$ cat src/sv/mrpt_pkg.sv
// Package for the Miller-Rabin prime test unit: widths, fixed bases and
// the constants of the witness-table generator. No dependencies.
`default_nettype none
package mrpt_pkg;
  localparam int NUMBER_WIDTH      = 63;
  localparam int RANDOM_ROUNDS_MAX = 63;

  localparam int NW   = NUMBER_WIDTH;
  localparam int CNTW = $clog2(NW);                  // multiply bit counter
  localparam int PW   = $clog2(NW + 1);              // bit position counter
  localparam int LW   = $clog2(RANDOM_ROUNDS_MAX + 1); // extra round index
  localparam int WAW  = $clog2(RANDOM_ROUNDS_MAX);   // witness table address

  localparam int NUM_FIXED = 8;
  localparam int FIXW      = $clog2(NUM_FIXED);
  localparam logic [NW-1:0] FIXED_BASES [NUM_FIXED] = '{
    NW'(2), NW'(3), NW'(5), NW'(7), NW'(11), NW'(13), NW'(17), NW'(19)
  };

  // Twister constants
  localparam int            MT_WW     = 32;
  localparam int            RCW       = $clog2(MT_WW + 1);
  localparam int            MT_M      = 397;
  localparam int            MT_LAST   = MT_M + RANDOM_ROUNDS_MAX - 1;
  localparam int            MT_JW     = $clog2(MT_LAST + 1);
  localparam int            MT_AW     = $clog2(RANDOM_ROUNDS_MAX + 1);
  localparam logic [31:0]   MT_SEED   = 32'd239;
  localparam logic [31:0]   MT_MULT   = 32'd1812433253;
  localparam logic [31:0]   MT_MATRIX = 32'h9908b0df;
  localparam logic [31:0]   MT_TMASK_B = 32'h9d2c5680;
  localparam logic [31:0]   MT_TMASK_C = 32'hefc60000;
endpackage
`default_nettype wire

$ cat src/sv/mrpt_mtgen.sv
// Witness table: runs the 32-bit twister seeded with 239 once after reset
// and keeps its first outputs in a memory. Depends on mrpt_pkg.
`default_nettype none
module mrpt_mtgen import mrpt_pkg::*; (
  input  wire logic           clk,
  input  wire logic           rst,
  input  wire logic [WAW-1:0] rd_addr,
  output logic [31:0]         rd_data,
  output logic                ready
);
  logic [31:0] amem [RANDOM_ROUNDS_MAX + 1];
  logic [31:0] wmem [RANDOM_ROUNDS_MAX];
  logic [MT_JW-1:0] j;
  logic             phase;
  logic [31:0] cur, prod, a_q, a_hold;
  logic [31:0] stj, y, v, t1, t2, t3, t4;
  logic [MT_JW-1:0] rd_off, w_off;
  logic        twist_we, a_we;

  // state word for this step, twist and tempering
  always_comb begin
    stj    = (j == '0) ? MT_SEED : prod + 32'(j);
    rd_off = j - MT_JW'(MT_M - 1);
    w_off  = j - MT_JW'(MT_M);
    y      = {a_hold[31], a_q[30:0]};
    v      = stj ^ (y >> 1) ^ (y[0] ? MT_MATRIX : 32'd0);
    t1     = v ^ (v >> 11);
    t2     = t1 ^ ((t1 << 7) & MT_TMASK_B);
    t3     = t2 ^ ((t2 << 15) & MT_TMASK_C);
    t4     = t3 ^ (t3 >> 18);
    a_we     = !ready && phase && (j <= MT_JW'(RANDOM_ROUNDS_MAX));
    twist_we = !ready && phase && (j >= MT_JW'(MT_M));
  end

  // sequencer
  always_ff @(posedge clk) begin
    if (rst) begin
      j     <= '0;
      phase <= 1'b0;
      ready <= 1'b0;
    end else if (!ready) begin
      phase <= !phase;
      if (!phase) begin
        prod <= MT_MULT * (cur ^ (cur >> 30));
      end else begin
        cur <= stj;
        if (j >= MT_JW'(MT_M - 1)) a_hold <= a_q;
        if (j == MT_JW'(MT_LAST)) ready <= 1'b1;
        else j <= j + 1'b1;
      end
    end
  end

  // memories
  always_ff @(posedge clk) begin
    if (a_we) amem[j[MT_AW-1:0]] <= stj;
    if (!phase && j >= MT_JW'(MT_M - 1)) a_q <= amem[rd_off[MT_AW-1:0]];
    if (twist_we) wmem[w_off[WAW-1:0]] <= t4;
    rd_data <= wmem[rd_addr];
  end
endmodule
`default_nettype wire

$ cat config.mk
export PLATFORM = sky130hd
export DESIGN_NAME = mrpt_mtgen
export DESIGN_NICKNAME = d
export VERILOG_FILES = /design/src/sv/mrpt_pkg.sv /design/src/sv/mrpt_mtgen.sv
export SDC_FILE = /design/constraint.sdc
export NUM_CORES = 2
export LEC_CHECK = 0
export BUFFER_PORTS_ARGS = -buffer_cell sky130_fd_sc_hd__buf_2
export CAP_MARGIN = 20
export CORE_ASPECT_RATIO = 1.4
export CORE_MARGIN = 2
export CORE_UTILIZATION = 68
export DETAILED_ROUTE_END_ITERATION = 8
export HOLD_SLACK_MARGIN = 0.08
export PLACE_DENSITY = 0.84
export SYNTH_ARGS = -nofsm -noshare
export SYNTH_HDL_FRONTEND = slang
export SYNTH_SLANG_ARGS = --single-unit
export TNS_END_PERCENT = 10
$ cat constraint.sdc
create_clock -name clk -period 34.7 [get_ports clk]
set_input_delay 3.47 -clock clk [delete_from_list [all_inputs] [get_ports clk]]
set_output_delay 3.47 -clock clk [all_outputs]
set_load 0.1 [all_outputs]
==> After elaboration in Yosys (flattened, before gate mapping) <==
Memory sizes are Yosys's and may differ from the RTL's. A register that Yosys moved wholly into a read port is not among the register bits.
Cells that the tools add are included.
{ "word_totals": {"register_bits": 107, "ramBits": 4064, "inputBits": 8, "out_inout_bits": 33, "wordCells": 48, "mem_count": 2} }
{ "mem_list": {"columns": ["memory", "depth", "width", "read_ports", "rd_ports_with_merged_regs", "wr", "line", "text"], "rows": [
  ["amem", 64, 32, 1, 1, 1, "mrpt_mtgen.sv:11", "logic [31:0] amem [RANDOM_ROUNDS_MAX + 1];"],
  ["wmem", 63, 32, 1, 1, 1, "mrpt_mtgen.sv:12", "logic [31:0] wmem [RANDOM_ROUNDS_MAX];"]
]} }
{ "op_classes": {"n_addsub": 4, "mul": 1, "n_lt_le_gt_ge": 3, "n_eq_ne": 1, "n_mux": 9, "bitwise": 11, "n_reduce_logical": 11} }
{ "op_table": {"columns": ["operator", "n"], "rows": [
  ["32-bit bitwise XOR", 3],
  ["32-bit 2-to-1 mux", 2],
  ["32-bit by 9-bit adder with 32-bit output", 1],
  ["31-bit by 32-bit multiplier with 32-bit output (first input constant)", 1],
  ["32-bit by 14-bit bitwise XOR with 32-bit output", 1],
  ["32-bit by 2-bit bitwise XOR with 32-bit output", 1],
  ["32-bit by 21-bit bitwise XOR with 32-bit output", 1],
  ["32-bit by 31-bit bitwise XOR with 32-bit output", 1],
  ["9-bit greater-or-equal comparator (second input constant)", 2],
  ["6-bit by 4-bit subtractor with 6-bit output (second input constant)", 2],
  ["9-bit by 1-bit adder with 9-bit output (second input constant)", 1],
  ["9-bit == test (second input constant)", 1],
  ["9-bit by 6-bit less-or-equal comparator with 1-bit output (second input constant)", 1],
  ["9-bit zero test", 1],
  ["3-bit AND reduction", 3],
  ["1-bit 2-to-1 mux", 7],
  ["1-bit logical AND", 4],
  ["1-bit inverter", 4],
  ["4-bit AND reduction", 1],
  ["1-bit zero test", 2]
]} }

==> Depth between registers and ports, before layout <==
{ "depth": {"depth_word": 8, "depth_mapped": 25, "depth_no_buf": 25} }

==> Worst setup path before layout <==
OpenSTA, ideal clock, no wires.
{ "synth_timing": {"path_type": "register -> register", "from": "register j[1]", "to": "memory wmem[0][11], data pin", "setup_time_ps": 563, "arrival_ps": 10675, "t_required_ps": 34137, "slack_ps": 23462, "stages_incl_launch_ff": 15, "n_path_buf": 3, "period_less_slack_ps": 11238, "path_cell_list": "dfxtp_1 > inv_2 > buf_1 > buf_1 > clkbuf_1 > fa_1 > nor2b_1 > o31ai_1 > a2111oi_0 > mux2i_1 > xnor2_2 > xnor2_1 > xnor2_1 > xnor2_1 > xnor2_1"} }
{ "synth_between": {"elab_chain_cells": 8, "elab_cells_between_ends": 9, "cone_classes": "add/sub (1); mux (1); bitwise (6); reduce/logical (1)"} }
{ "synth_rtl": {"columns": ["item", "line", "text"], "rows": [
  ["from (decl)", "mrpt_mtgen.sv:13", "logic [MT_JW-1:0] j;"],
  ["from (signal assigned)", "mrpt_mtgen.sv:49", "else j <= j + 1'b1;"],
  ["32-bit by 9-bit adder with 32-bit output or 9-bit zero test (tied branches)", "mrpt_mtgen.sv:22", "stj = (j == '0) ? MT_SEED : prod + 32'(j);"],
  ["32-bit 2-to-1 mux (*)", "mrpt_mtgen.sv:22", null],
  ["net stj[14]", "mrpt_mtgen.sv:16", "logic [31:0] stj, y, v, t1, t2, t3, t4;"],
  ["32-bit by 31-bit bitwise XOR with 32-bit output (*)", "mrpt_mtgen.sv:26", "v = stj ^ (y >> 1) ^ (y[0] ? MT_MATRIX : 32'd0);"],
  ["32-bit bitwise XOR (*)", "mrpt_mtgen.sv:26", null],
  ["32-bit by 21-bit bitwise XOR with 32-bit output (*)", "mrpt_mtgen.sv:27", "t1 = v ^ (v >> 11);"],
  ["32-bit bitwise XOR (*)", "mrpt_mtgen.sv:28", "t2 = t1 ^ ((t1 << 7) & MT_TMASK_B);"],
  ["net t2[14]", "mrpt_mtgen.sv:16", null],
  ["32-bit bitwise XOR (*)", "mrpt_mtgen.sv:29", "t3 = t2 ^ ((t2 << 15) & MT_TMASK_C);"],
  ["net t3[29]", "mrpt_mtgen.sv:16", null],
  ["32-bit by 14-bit bitwise XOR with 32-bit output (*)", "mrpt_mtgen.sv:30", "t4 = t3 ^ (t3 >> 18);"],
  ["net t4[11]", "mrpt_mtgen.sv:16", null],
  ["to (decl)", "mrpt_mtgen.sv:12", null]
]} }
Mark *: on every way through the listed nets, which the timed path passes. The rest lies on a longest branch.

==> metrics.md <==
| Metric | Value |
|---|---|
| Layout Nets | `9417` |
| Vias per cell | `7.83` |
| Setup violators final | `0` |
| DR WL/cell | `43.1 um` |
| CP endpoint kind | `register` |
| Worst slew pin tran | `around 1.4 ns` |
| Startpoint types | `input pin` |
| Number of synthesized flops with an enable pin | `4161` |
| Gr ovfl total | `0` |
| Fin crit period | `between 8 and 9 ns` |
| Port bufs | `40` |
| DR pass1 iterations | `9` |
| CTS tree | `yes` |
| Crit-path max cell delay | `about 0.98 ns` |
| CP most frequent cell | `buf_4` |
| Delay-heaviest family, CP | `buffers and inverters` |
| Kind of critical path | `input pin to register` |
| DRT Wirelength | `about 540 mm` |
| Vias in the first global route | `around 98000` |
| GP Congestion | `~0.94` |
| Initial Util | `0.684` |
| CTS buffer count | `363` |
| Post-synth cell types | `73` |
| RSZ-0062 raised after global routing | `false` |
| PD cells | `75.7 nW/um^2` |
| Crit path required time | `~35 ns` |
| Max VDD drop | `0.000119 V` |
| Post-CTS Setup Inserts | `0` |
| Die X | `approximately 420 um` |
| Ports | `just over 40` |
| Max_cap viols | `0` |
| Clock skew | `roughly 0.050 ns` |
| Site Rows | `roughly 220` |
| Leakage | `roughly 59 nW` |
| CTS resizes | `0` |
| Tot GR Track Use | `0.433` |
| DRC Markers | `13` |
| Clock buffer depth | `4` |
| YS warnings | `0` |
| Crit path cell chain | `buf_8, buf_4, buf_4, buf_4, o21ai_0, mux4_2, mux4_2` |
| Fraction of registers with async set/reset | `0` |
| Net Count, Synth | `about 9100` |
| Largest net degree at the start of global routing | `~120` |
| Final TNS setup | `0 ns` |
| FF+latch count, synth | `4204` |
| Global-route wire length before repair | `~750 mm` |
| Chip Height | `around 590 um` |
| Fill count | `12000` |
| Htree depth | `5` |
| Hold slack | `about 0.45 ns` |
| Worst Hold Class | `register to register` |
| Slowest cell on crit path | `buf_4` |
| Fin. Hold Viols | `0` |
| Cell Area, Synth | `~170000 sq um` |
| Root buffer cell | `clkbuf_16` |
| Clk Latency, worst-skew pair | `slightly above 0.9 ns` |
| Fraction of layout cells with a size suffix above 1 | `0.204` |
| DIE AREA | `~250000 sq um` |
| CP bufs+invs | `4` |
| Core Region | `245000 sq um` |
| CP arrival | `slightly below 9 ns` |
| Clock-pin slew on the worst setup and hold paths | `0.07 ns` |
| Final worst path period share | `0.232` |
| Routed Antenna Nets | `0` |
| Hpwl dp | `between 200 and 300 mm` |
| Syn Inst Count | `8764` |
| Pre-CTS setup slack | `about 26 ns` |
| Worst Path Max Fanout | `between 100 and 150` |
| Status | `finished, violations left` |
| Max-slew violation count | `0` |
| Main synth FF type | `edfxtp_1` |
| Starting DRT DRC Count | `approximately 19000` |
| Failing checks | `DRC` |
| Slew headroom | `0.0872` |
| Setup ws final | `between 20 and 30 ns` |
| CTS sink cnt | `roughly 4200` |
| Layout area overhead | `11.2%` |
| Via count | `about 100000` |
| Tot Pwr | `14.1 mW` |
| Syn avg cell area | `19.2 sq um` |
| Initial antenna violation count | `47` |
| Achievable clock frequency | `~120 MHz` |
| Sequential fraction of the synthesis area | `0.750` |
| Hold Buf Count CTS | `0` |
cell families (layout without fill, tap and decap cells):
group	Yosys count	count (layout)	synth area share
flip-flops	4204	4204	0.750
AO/OA/AOI/OAI	1321	1321	0.0524
multiplexers	1022	1022	0.113
AND/OR/NAND/NOR	940	940	0.0237
buffers and inverters	719	1282	0.0162
adder cells (fa/ha/maj)	372	372	0.0343
XOR/XNOR	186	186	0.0105
other	0	12	0
worst paths after layout:
kind	cells after the start	slack, ns	end	start
hold reg to reg	0	0.45	a_hold[31]	a_q[31]
hold / removal	0	0.45	a_hold[31]	a_q[31]
setup / recovery	7	26.65	rd_data[14]	rd_addr[1]
setup reg to reg	15	26.97	wmem[1][11]	j[1]
cell usage after synthesis, types with 147 or more instances:
master       n  area [sq um]
edfxtp_1  4161        125000
mux4_2     696         15700
a21oi_1    376          1880
nor2_1     359          1350
nand2_1    340          1280
clkbuf_1   292          1100
mux2i_1    265          2650
inv_1      253           950
o21ai_0    244          1220
a22oi_1    230          1730
ha_1       225          2820
a221oi_1   163          1430
buf_1      158           593
fa_1       147          2940
registers in the layout, summed over array words and instances, names as in the netlist:
signal and count:
ready 1, j 9, cur 32, prod 32, amem 2048, phase 1, a_q 32, wmem 2016
rd_data 32, a_hold 1
metal layers:
layer / up-vias / global-route usage / wire, um / part of all wire
met5: - / 0 / 373 / 0.00069
met4: 54 / 0.366 / 59300 / 0.11
met3: 3167 / 0.124 / 78600 / 0.14
li1: 36000 / - / - / -
met1: 48300 / 0.494 / 149000 / 0.27
met2: 11200 / 0.680 / 256000 / 0.47
power by group:
part	switching (mW)	internal [mW]
sequential	0.0448	6.60
combinational	2.35	1.04
clock	1.89	2.20
area by class of cell:
| type | instances | area [sq um] | share of cell area |
|---|---|---|---|
| Timing Repair Buffer | 372 | 3040 | 0.0163 |
| Inverter | 255 | 962 | 0.00516 |
| Clock buffer | 435 | 9550 | 0.0512 |
| Multi-Input combinational cell | 3841 | 41200 | 0.221 |
| Antenna cell | 12 | 30.0 | 0.000161 |
| Clock inverter | 220 | 1950 | 0.0105 |
| Tap cell | 3255 | 4070 | 0.0218 |
| Sequential cell | 4204 | 126000 | 0.674 |
per-stage QoR:
stage | cell area (sq um) | cells | util
finish | 187000 | 12600 | 0.761
global route | 187000 | 12600 | 0.760
CTS | 186000 | 12600 | 0.759
detailed placement | 175000 | 11900 | 0.712
global placement | 175000 | 11900 | 0.712
floorplan | 168000 | 8764 | -
cell usage in the layout, fill, tap and decap left out, types with 40 or more instances in the layout:
cell type  count
nand3_1      118
dfxtp_1       40
nand2_1      336
clkbuf_1      60
mux2i_1      260
nor2_4       151
a22oi_1      230
clkbuf_16    371
a21oi_1      373
o21ai_0      243
mux2_2        61
buf_4        305
edfxtp_1    4161
a22o_1        40
xnor2_1      104
ha_1         224
fa_1         147
a221oi_1     162
inv_1        251
mux4_2       696
clkinv_1      78
clkinv_2      62
nor2_1       207
Note: power is estimated with default switching activity, not from simulation.
