===== src/sv/mrpt_pkg.sv =====
// Package for the Miller-Rabin prime test unit: widths, fixed bases and
// the constants of the witness-table generator. No dependencies.
`default_nettype none
package mrpt_pkg;
  localparam int NUMBER_WIDTH      = 63;
  localparam int RANDOM_ROUNDS_MAX = 63;

  localparam int NW   = NUMBER_WIDTH;
  localparam int CNTW = $clog2(NW);                  // multiply bit counter
  localparam int PW   = $clog2(NW + 1);              // bit position counter
  localparam int LW   = $clog2(RANDOM_ROUNDS_MAX + 1); // extra round index
  localparam int WAW  = $clog2(RANDOM_ROUNDS_MAX);   // witness table address

  localparam int NUM_FIXED = 8;
  localparam int FIXW      = $clog2(NUM_FIXED);
  localparam logic [NW-1:0] FIXED_BASES [NUM_FIXED] = '{
    NW'(2), NW'(3), NW'(5), NW'(7), NW'(11), NW'(13), NW'(17), NW'(19)
  };

  // Twister constants
  localparam int            MT_WW     = 32;
  localparam int            RCW       = $clog2(MT_WW + 1);
  localparam int            MT_M      = 397;
  localparam int            MT_LAST   = MT_M + RANDOM_ROUNDS_MAX - 1;
  localparam int            MT_JW     = $clog2(MT_LAST + 1);
  localparam int            MT_AW     = $clog2(RANDOM_ROUNDS_MAX + 1);
  localparam logic [31:0]   MT_SEED   = 32'd239;
  localparam logic [31:0]   MT_MULT   = 32'd1812433253;
  localparam logic [31:0]   MT_MATRIX = 32'h9908b0df;
  localparam logic [31:0]   MT_TMASK_B = 32'h9d2c5680;
  localparam logic [31:0]   MT_TMASK_C = 32'hefc60000;
endpackage
`default_nettype wire


===== src/sv/mrpt_modmul.sv =====
// Bit-serial modular multiplier (shift and add, one multiplier bit a cycle).
// Depends on mrpt_pkg.
`default_nettype none
module mrpt_modmul import mrpt_pkg::*; (
  input  wire logic          clk,
  input  wire logic          rst,
  input  wire logic          start,
  input  wire logic [NW-1:0] opa,
  input  wire logic [NW-1:0] opb,
  input  wire logic [NW-1:0] modulus,
  output logic               done,
  output logic [NW-1:0]      product
);
  logic [NW-1:0]   addend;
  logic [NW-1:0]   mult;
  logic [CNTW-1:0] cnt;
  logic            busy;
  logic [NW:0]     sum_acc, sum_dbl;
  logic [NW-1:0]   acc_next, dbl_next;

  // two independent modular adds: accumulate and double
  always_comb begin
    sum_acc  = {1'b0, product} + {1'b0, addend};
    sum_dbl  = {1'b0, addend} + {1'b0, addend};
    acc_next = (sum_acc >= {1'b0, modulus}) ? NW'(sum_acc - {1'b0, modulus})
                                            : sum_acc[NW-1:0];
    dbl_next = (sum_dbl >= {1'b0, modulus}) ? NW'(sum_dbl - {1'b0, modulus})
                                            : sum_dbl[NW-1:0];
  end

  always_ff @(posedge clk) begin
    if (rst) begin
      busy <= 1'b0;
      done <= 1'b0;
      cnt  <= '0;
    end else begin
      done <= 1'b0;
      if (start) begin
        busy    <= 1'b1;
        cnt     <= '0;
        product <= '0;
        addend  <= opa;
        mult    <= opb;
      end else if (busy) begin
        if (mult[0]) product <= acc_next;
        addend <= dbl_next;
        mult   <= mult >> 1;
        if (cnt == CNTW'(NW - 1)) begin
          busy <= 1'b0;
          done <= 1'b1;
        end else begin
          cnt <= cnt + 1'b1;
        end
      end
    end
  end
endmodule
`default_nettype wire


===== config.mk =====
export PLATFORM = sky130hd
export DESIGN_NAME = mrpt_modmul
export DESIGN_NICKNAME = d
export VERILOG_FILES = /design/src/sv/mrpt_pkg.sv /design/src/sv/mrpt_modmul.sv
export SDC_FILE = /design/constraint.sdc
export NUM_CORES = 1
export LEC_CHECK = 0
export BUFFER_PORTS_ARGS = -buffer_cell sky130_fd_sc_hd__buf_4
export CAP_MARGIN = 20
export CORE_ASPECT_RATIO = 1.2
export CORE_MARGIN = 3
export CORE_UTILIZATION = 23
export DETAILED_ROUTE_END_ITERATION = 6
export GPL_ROUTABILITY_DRIVEN = 0
export SLEW_MARGIN = 0
export SYNTH_ARGS = -nofsm -noshare
export SYNTH_HDL_FRONTEND = slang
export SYNTH_SLANG_ARGS = --single-unit

===== constraint.sdc =====
create_clock -name clk -period 11.4 [get_ports clk]
set_input_delay 0.57 -clock clk [delete_from_list [all_inputs] [get_ports clk]]
set_output_delay 0.57 -clock clk [all_outputs]
set_load 0.02 [all_outputs]

=== Word level (Yosys, flattened, before mapping) ===
Index checks and enable logic that the tools add are counted.

* Flip-flop bits (word level): 197
* Output and inout port bits: 64
* Bits of input ports: 192
* Logic and storage cells: 36

* Multiplexer cells: 12
* Bitwise gates (word level): 3
* Reductions and logical operators: 7
* $add $sub $neg: 5
* Eq/ne operators: 1
* Magnitude comparators: 2

{| class="wikitable"
|+ Operators by type and width
! operator !! count
|-
| 2-to-1 mux 63 bit || 8
|-
| adder 63 x 63 -> 64 bit || 2
|-
| >= comparator 64 x 63 -> 1 bit || 2
|-
| subtractor 63 bit || 2
|-
| adder 6 x 1 -> 6 bit, second input constant || 1
|-
| equality test 6 bit, second input constant || 1
|-
| 2-to-1 mux 1 bit || 4
|-
| AND reduction 2 bit || 2
|-
| nonzero test 2 bit || 2
|-
| NOT 1 bit || 3
|-
| AND reduction 3 bit || 1
|-
| OR reduction 3 bit || 1
|-
| OR reduction 2 bit || 1
|}

=== Depth between registers and ports, before layout ===
* Word-level depth: 5
* Depth in mapped cells: 25
* Depth with buffers taken out: 22

=== Least setup slack after synthesis ===
Ideal clock, no wire load.

* Path type: input -> register
* Start point: input port start
* End point: register product[0] (enable)
* Data arrival time: 8.183 ns
* Buffers on the path: 2
* Library setup time: 0.425 ns
* Data required time: 10.975 ns
* Path slack: 2.791 ns
* Cell stages on the path: 5
* Cell sequence: clkbuf_8 clkbuf_1 nor2_1 nor2_1 o21a_1

* Word-level cells in the longest chain between the ends: 2
* Elaborated cells on any way between the ends: 3
* Classes of those cells: 3 x reduce/logical

{| class="wikitable"
|+ RTL lines
! what !! RTL line !! RTL
|-
| start, declared || mrpt_modmul.sv:7 || <nowiki>input wire logic start,</nowiki>
|-
| nonzero test 2 bit (no line) || -- ||
|-
| AND reduction 3 bit (no line) * || -- ||
|-
| end signal, assigned || mrpt_modmul.sv:45 || <nowiki>if (mult[0]) product <= acc_next;</nowiki>
|-
| end, declared || mrpt_modmul.sv:12 || <nowiki>output logic [NW-1:0] product</nowiki>
|}

Every way passes the cells marked *; elsewhere a longest branch is shown, timed or not.
A chain may end at the register's enable or synchronous reset.

=== Worst setup path after layout ===
* Start point: register addend[0]
* End point: register product[47], data pin

* Word-level cells in the longest chain between the ends: 5
* Elaborated cells on any way between the ends: 6
* Classes of those cells: 2 x add/sub; 1 x order compare; 3 x mux

{| class="wikitable"
|+ RTL lines
! what !! RTL line !! RTL
|-
| start, declared || mrpt_modmul.sv:14 || <nowiki>logic [NW-1:0] addend;</nowiki>
|-
| start signal, assigned || mrpt_modmul.sv:42 || <nowiki>addend <= opa;</nowiki>
|-
| start signal, assigned || mrpt_modmul.sv:46 || <nowiki>addend <= dbl_next;</nowiki>
|-
| adder 63 x 63 -> 64 bit * || mrpt_modmul.sv:23 || <nowiki>sum_acc = {1'b0, product} + {1'b0, addend};</nowiki>
|-
| subtractor 63 bit / >= comparator 64 x 63 -> 1 bit (equally long branches) || mrpt_modmul.sv:25 || <nowiki>acc_next = (sum_acc >= {1'b0, modulus}) ? NW'(sum_acc - {1'b0, modulus})</nowiki>
|-
| 2-to-1 mux 63 bit * || mrpt_modmul.sv:25 ||
|-
| 2-to-1 mux 63 bit * || mrpt_modmul.sv:45 ||
|-
| 2-to-1 mux 63 bit * || mrpt_modmul.sv:44 || <nowiki>end else if (busy) begin</nowiki>
|}

Every way passes the cells marked *; elsewhere a longest branch is shown, timed or not. The select of a mux whose other input is x is not followed.

==> results by group <==
Yosys
  – Fraction of synthesis flops using an asynchronous set or reset pin: 0%
  – Top flip-flop cell by instance count after synthesis: sky130_fd_sc_hd__edfxtp_1
  – Number of enable flip-flop cells after synthesis: 189
  – Yosys top cell area share: 27.1%
  – Cell types with the largest area share after synthesis: sky130_fd_sc_hd__edfxtp_1 (27%), sky130_fd_sc_hd__ha_1 (11%), sky130_fd_sc_hd__a21oi_1 (5.8%), sky130_fd_sc_hd__mux2_2 (4.7%), sky130_fd_sc_hd__nand2_1 (4.4%)
  – Post-Syn Area: 21000 um^2
  – Register bit total from synthesis: 197
  – Post-Syn Instances: 2489
  – Seq/Total Area, Yosys: 27.8%
  – Average cell area after synthesis: 8.42 um^2
  – Synth Net Count: 2875
  – Cell taking the most area after synthesis: sky130_fd_sc_hd__edfxtp_1
  – Count of distinct cell types in the synthesized netlist: 93
  – Syn. warnings: 0

STA
  – Unrepaired setup endpoints after global routing: false
  – Ratio of final minimum period to clock period: 64.3%
  – Number of endpoints with negative hold slack in the final report: 0
  – Final critical delay including setup and external delays: 7.33 ns
  – Worst Tran Pin Value: 1.14 ns
  – Largest clock skew in the final design: 0.0211 ns
  – Total setup violations reported at the end of the flow: 0
  – Worst slew margin relative to its limit: 23.8%
  – Max Transition Viols Final: 0
  – Maximum operating frequency: 136 MHz
  – Post-Route Setup TNS: 0 ns

Route
  – Pre-Repair DR Iteration Count: 6
  – Average wire length per cell after detail routing: 21.3 um
  – Post-route DRC: 0
  – 1st-iter DRT viols: 1595
  – Mean number of vias per cell: 5.26
  – Via count: 20066
  – Routed WL: 81400 um
  – Number of routed nets with antenna violations: 0

Floorplanning
  – Io pins: 256
  – Starting density of the core: 23.4%
  – Horiz. Die Dim: 282 um
  – Core Area: 89800 um^2
  – Full die area: 94800 um^2
  – Die Height: 337 um
  – Number of core rows: 120

Worst setup path
  – Data required time of the worst path: 11.75 ns
  – Maximum fanout along the worst path: 66
  – Type of the setup path with the least slack: reg -> reg
  – Critical path capture point type: flip-flop
  – Type of element launching the critical path: flip-flop
  – Arrival @ worst endpoint: 7.68 ns

Clock network
  – Clock root buffer: sky130_fd_sc_hd__clkbuf_16
  – CTS tree: built
  – TritonCTS buffer count: 17
  – Post-CTS Hold Fix Bufs: 0
  – Sinks on the clock net: 197
  – Clock slew at reported path FFs: 0.10 ns
  – Htree depth: 4
  – Post-CTS Setup Bufs: 0
  – Maximum buffer depth of the clock tree: 2
  – Number of gates resized after cts: 0
  – Insertion delay of the later-clocked pin in the worst-skew pair: 0.52 ns

Place
  – Placed wire-length estimate: 65600 um
  – Number of port buffers: 255
  – Placed instance count: 3780

Cells and area
  – Filler-free cell count of the finished design: 3813
  – Fraction of layout instances using a drive strength above 1: 16.8%
  – Layout overhead on the synthesized area: 16.5%
  – # nets final: 3026
  – Most frequent cells in the layout: sky130_fd_sc_hd__buf_4 (266), sky130_fd_sc_hd__nand2_1 (247), sky130_fd_sc_hd__a21oi_1 (245)
  – Most common cell after layout, fill and taps aside: sky130_fd_sc_hd__buf_4
  – Layout fillers: 9688

Power
  – Cell Pwr Density: 252 nW/um^2
  – Standby leakage power: 10.1 nW
  – Worst supply voltage drop on vdd: 0.218 mV
  – Total design power: 6.15 mW

Global route
  – Pin count of the biggest net entering global routing: 68
  – Overflow after GRT: 0
  – Via count of the first global-routing pass: 19210
  – Number of antenna violations at the first check in global routing: 4
  – Global Route Usage Sum: 16.7%
  – First-pass GRT wire length: 120000 um

Flow run
  – Max Cap Viol: 0

Worst hold path
  – Min-Delay Path Class: in -> reg

Run status
  – Status: finished, final reports clean
metrics by stage:
step	util, %	instance area [um^2]	hold slack [ns]	setup slack [ns]
after global placement	26.5	23800	0.490	4.21
final	27.2	24400	0.253	4.07
after detailed placement	26.5	23800	0.495	4.10
after CTS	27.2	24400	0.195	4.07
after floorplan	-	21000	0.468	2.79
after global routing	27.2	24400	0.214	3.50
state kept, by name, indices dropped and copies added, names as in the netlist:
signal	cells
addend	63
mult	63
product	63
cnt	6
busy	1
done	1
cells in the mapped netlist, types with 20 or more instances:
cell type and instances:
sky130_fd_sc_hd__clkbuf_1 96, sky130_fd_sc_hd__ha_1 191, sky130_fd_sc_hd__xor2_1 76, sky130_fd_sc_hd__nand2_1 247, sky130_fd_sc_hd__xnor2_1 93, sky130_fd_sc_hd__inv_1 129, sky130_fd_sc_hd__edfxtp_1 189, sky130_fd_sc_hd__a211oi_1 24
sky130_fd_sc_hd__nand4_1 56, sky130_fd_sc_hd__o21a_1 38, sky130_fd_sc_hd__buf_2 20, sky130_fd_sc_hd__a31oi_1 30, sky130_fd_sc_hd__and3_1 29, sky130_fd_sc_hd__nand3_1 58, sky130_fd_sc_hd__a21o_1 104, sky130_fd_sc_hd__nor3_1 44
sky130_fd_sc_hd__o211ai_1 27, sky130_fd_sc_hd__mux2_2 87, sky130_fd_sc_hd__o21ai_0 155, sky130_fd_sc_hd__mux2i_1 30, sky130_fd_sc_hd__o21bai_1 39, sky130_fd_sc_hd__nor2_1 179, sky130_fd_sc_hd__a21oi_1 245
layer usage:
| metal | track usage, % | routed length, um | vias to the layer above |
|---|---|---|---|
| li1 | - | - | 9547 |
| met1 | 21.1 | 34500 | 9542 |
| met2 | 28.3 | 38700 | 830 |
| met3 | 2.99 | 5170 | 143 |
| met4 | 6.44 | 3010 | 4 |
| met5 | 0 | 31 | - |
area by class of cell:
cell class | instances | area, um^2 | share of cell area [%]
diodes | 1 | 2.50 | 0.0102
clock buffers | 17 | 425 | 1.74
clock inverters | 15 | 184 | 0.753
inverters | 129 | 484 | 1.98
multi-input cells | 2028 | 14000 | 57.5
flip-flops and latches | 197 | 5840 | 23.9
well taps | 1159 | 1450 | 5.93
repair buffers | 267 | 2010 | 8.22
path summary, 6_finish.rpt:
kind	startpoint	to	slack [ns]	cells after the start
worst max-delay path	addend[0]	product[47]	4.07	22
worst min-delay path	rst	busy	0.25	2
worst max register to register	addend[0]	product[47]	4.07	22
worst min register to register	busy	done	0.51	1
kinds of logic (layout without fill, tap and decap cells):
family,after synthesis,count (layout),synth area share (%)
other,0,1,0
DFF,197,197,27.8
xor gates and xnor gates,169,169,7.06
adders and majority gates,194,194,11.7
AOI/OAI and AO/OA,826,826,25.7
muxes,117,117,6.10
and+or+nand+nor,722,722,16.3
buffers and inverters,264,428,5.32
report_power, final:
group	leakage, nW	total, mW	switching (mW)	internal, mW
clock network	0.295	0.679	0.362	0.317
registers	1.87	1.09	0.0965	0.990
logic	7.91	4.39	2.70	1.68
total	10.1	6.15	3.16	2.99
critical path, cell delays in order, from the launching register on:
cell	delay, ns
sky130_fd_sc_hd__edfxtp_1	0.44
sky130_fd_sc_hd__ha_1	0.25
sky130_fd_sc_hd__fa_1	0.42
sky130_fd_sc_hd__a21oi_1	0.36
sky130_fd_sc_hd__nor3_1	0.14
sky130_fd_sc_hd__nor4_1	0.54
sky130_fd_sc_hd__o2111ai_1	0.31
sky130_fd_sc_hd__a21oi_1	0.63
sky130_fd_sc_hd__o21bai_1	0.26
sky130_fd_sc_hd__a31oi_1	0.23
sky130_fd_sc_hd__xnor2_1	0.12
sky130_fd_sc_hd__ha_1	0.37
sky130_fd_sc_hd__nand2_1	0.15
sky130_fd_sc_hd__o21ai_0	0.21
sky130_fd_sc_hd__inv_1	0.09
sky130_fd_sc_hd__and2_1	0.19
sky130_fd_sc_hd__a2111oi_0	0.56
sky130_fd_sc_hd__o31a_1	0.22
sky130_fd_sc_hd__a2111oi_1	0.08
sky130_fd_sc_hd__o21ai_4	0.10
sky130_fd_sc_hd__buf_4	0.76
sky130_fd_sc_hd__nand2_1	0.43
sky130_fd_sc_hd__o21ai_0	0.27
Power figures use the tool's default switching activity.
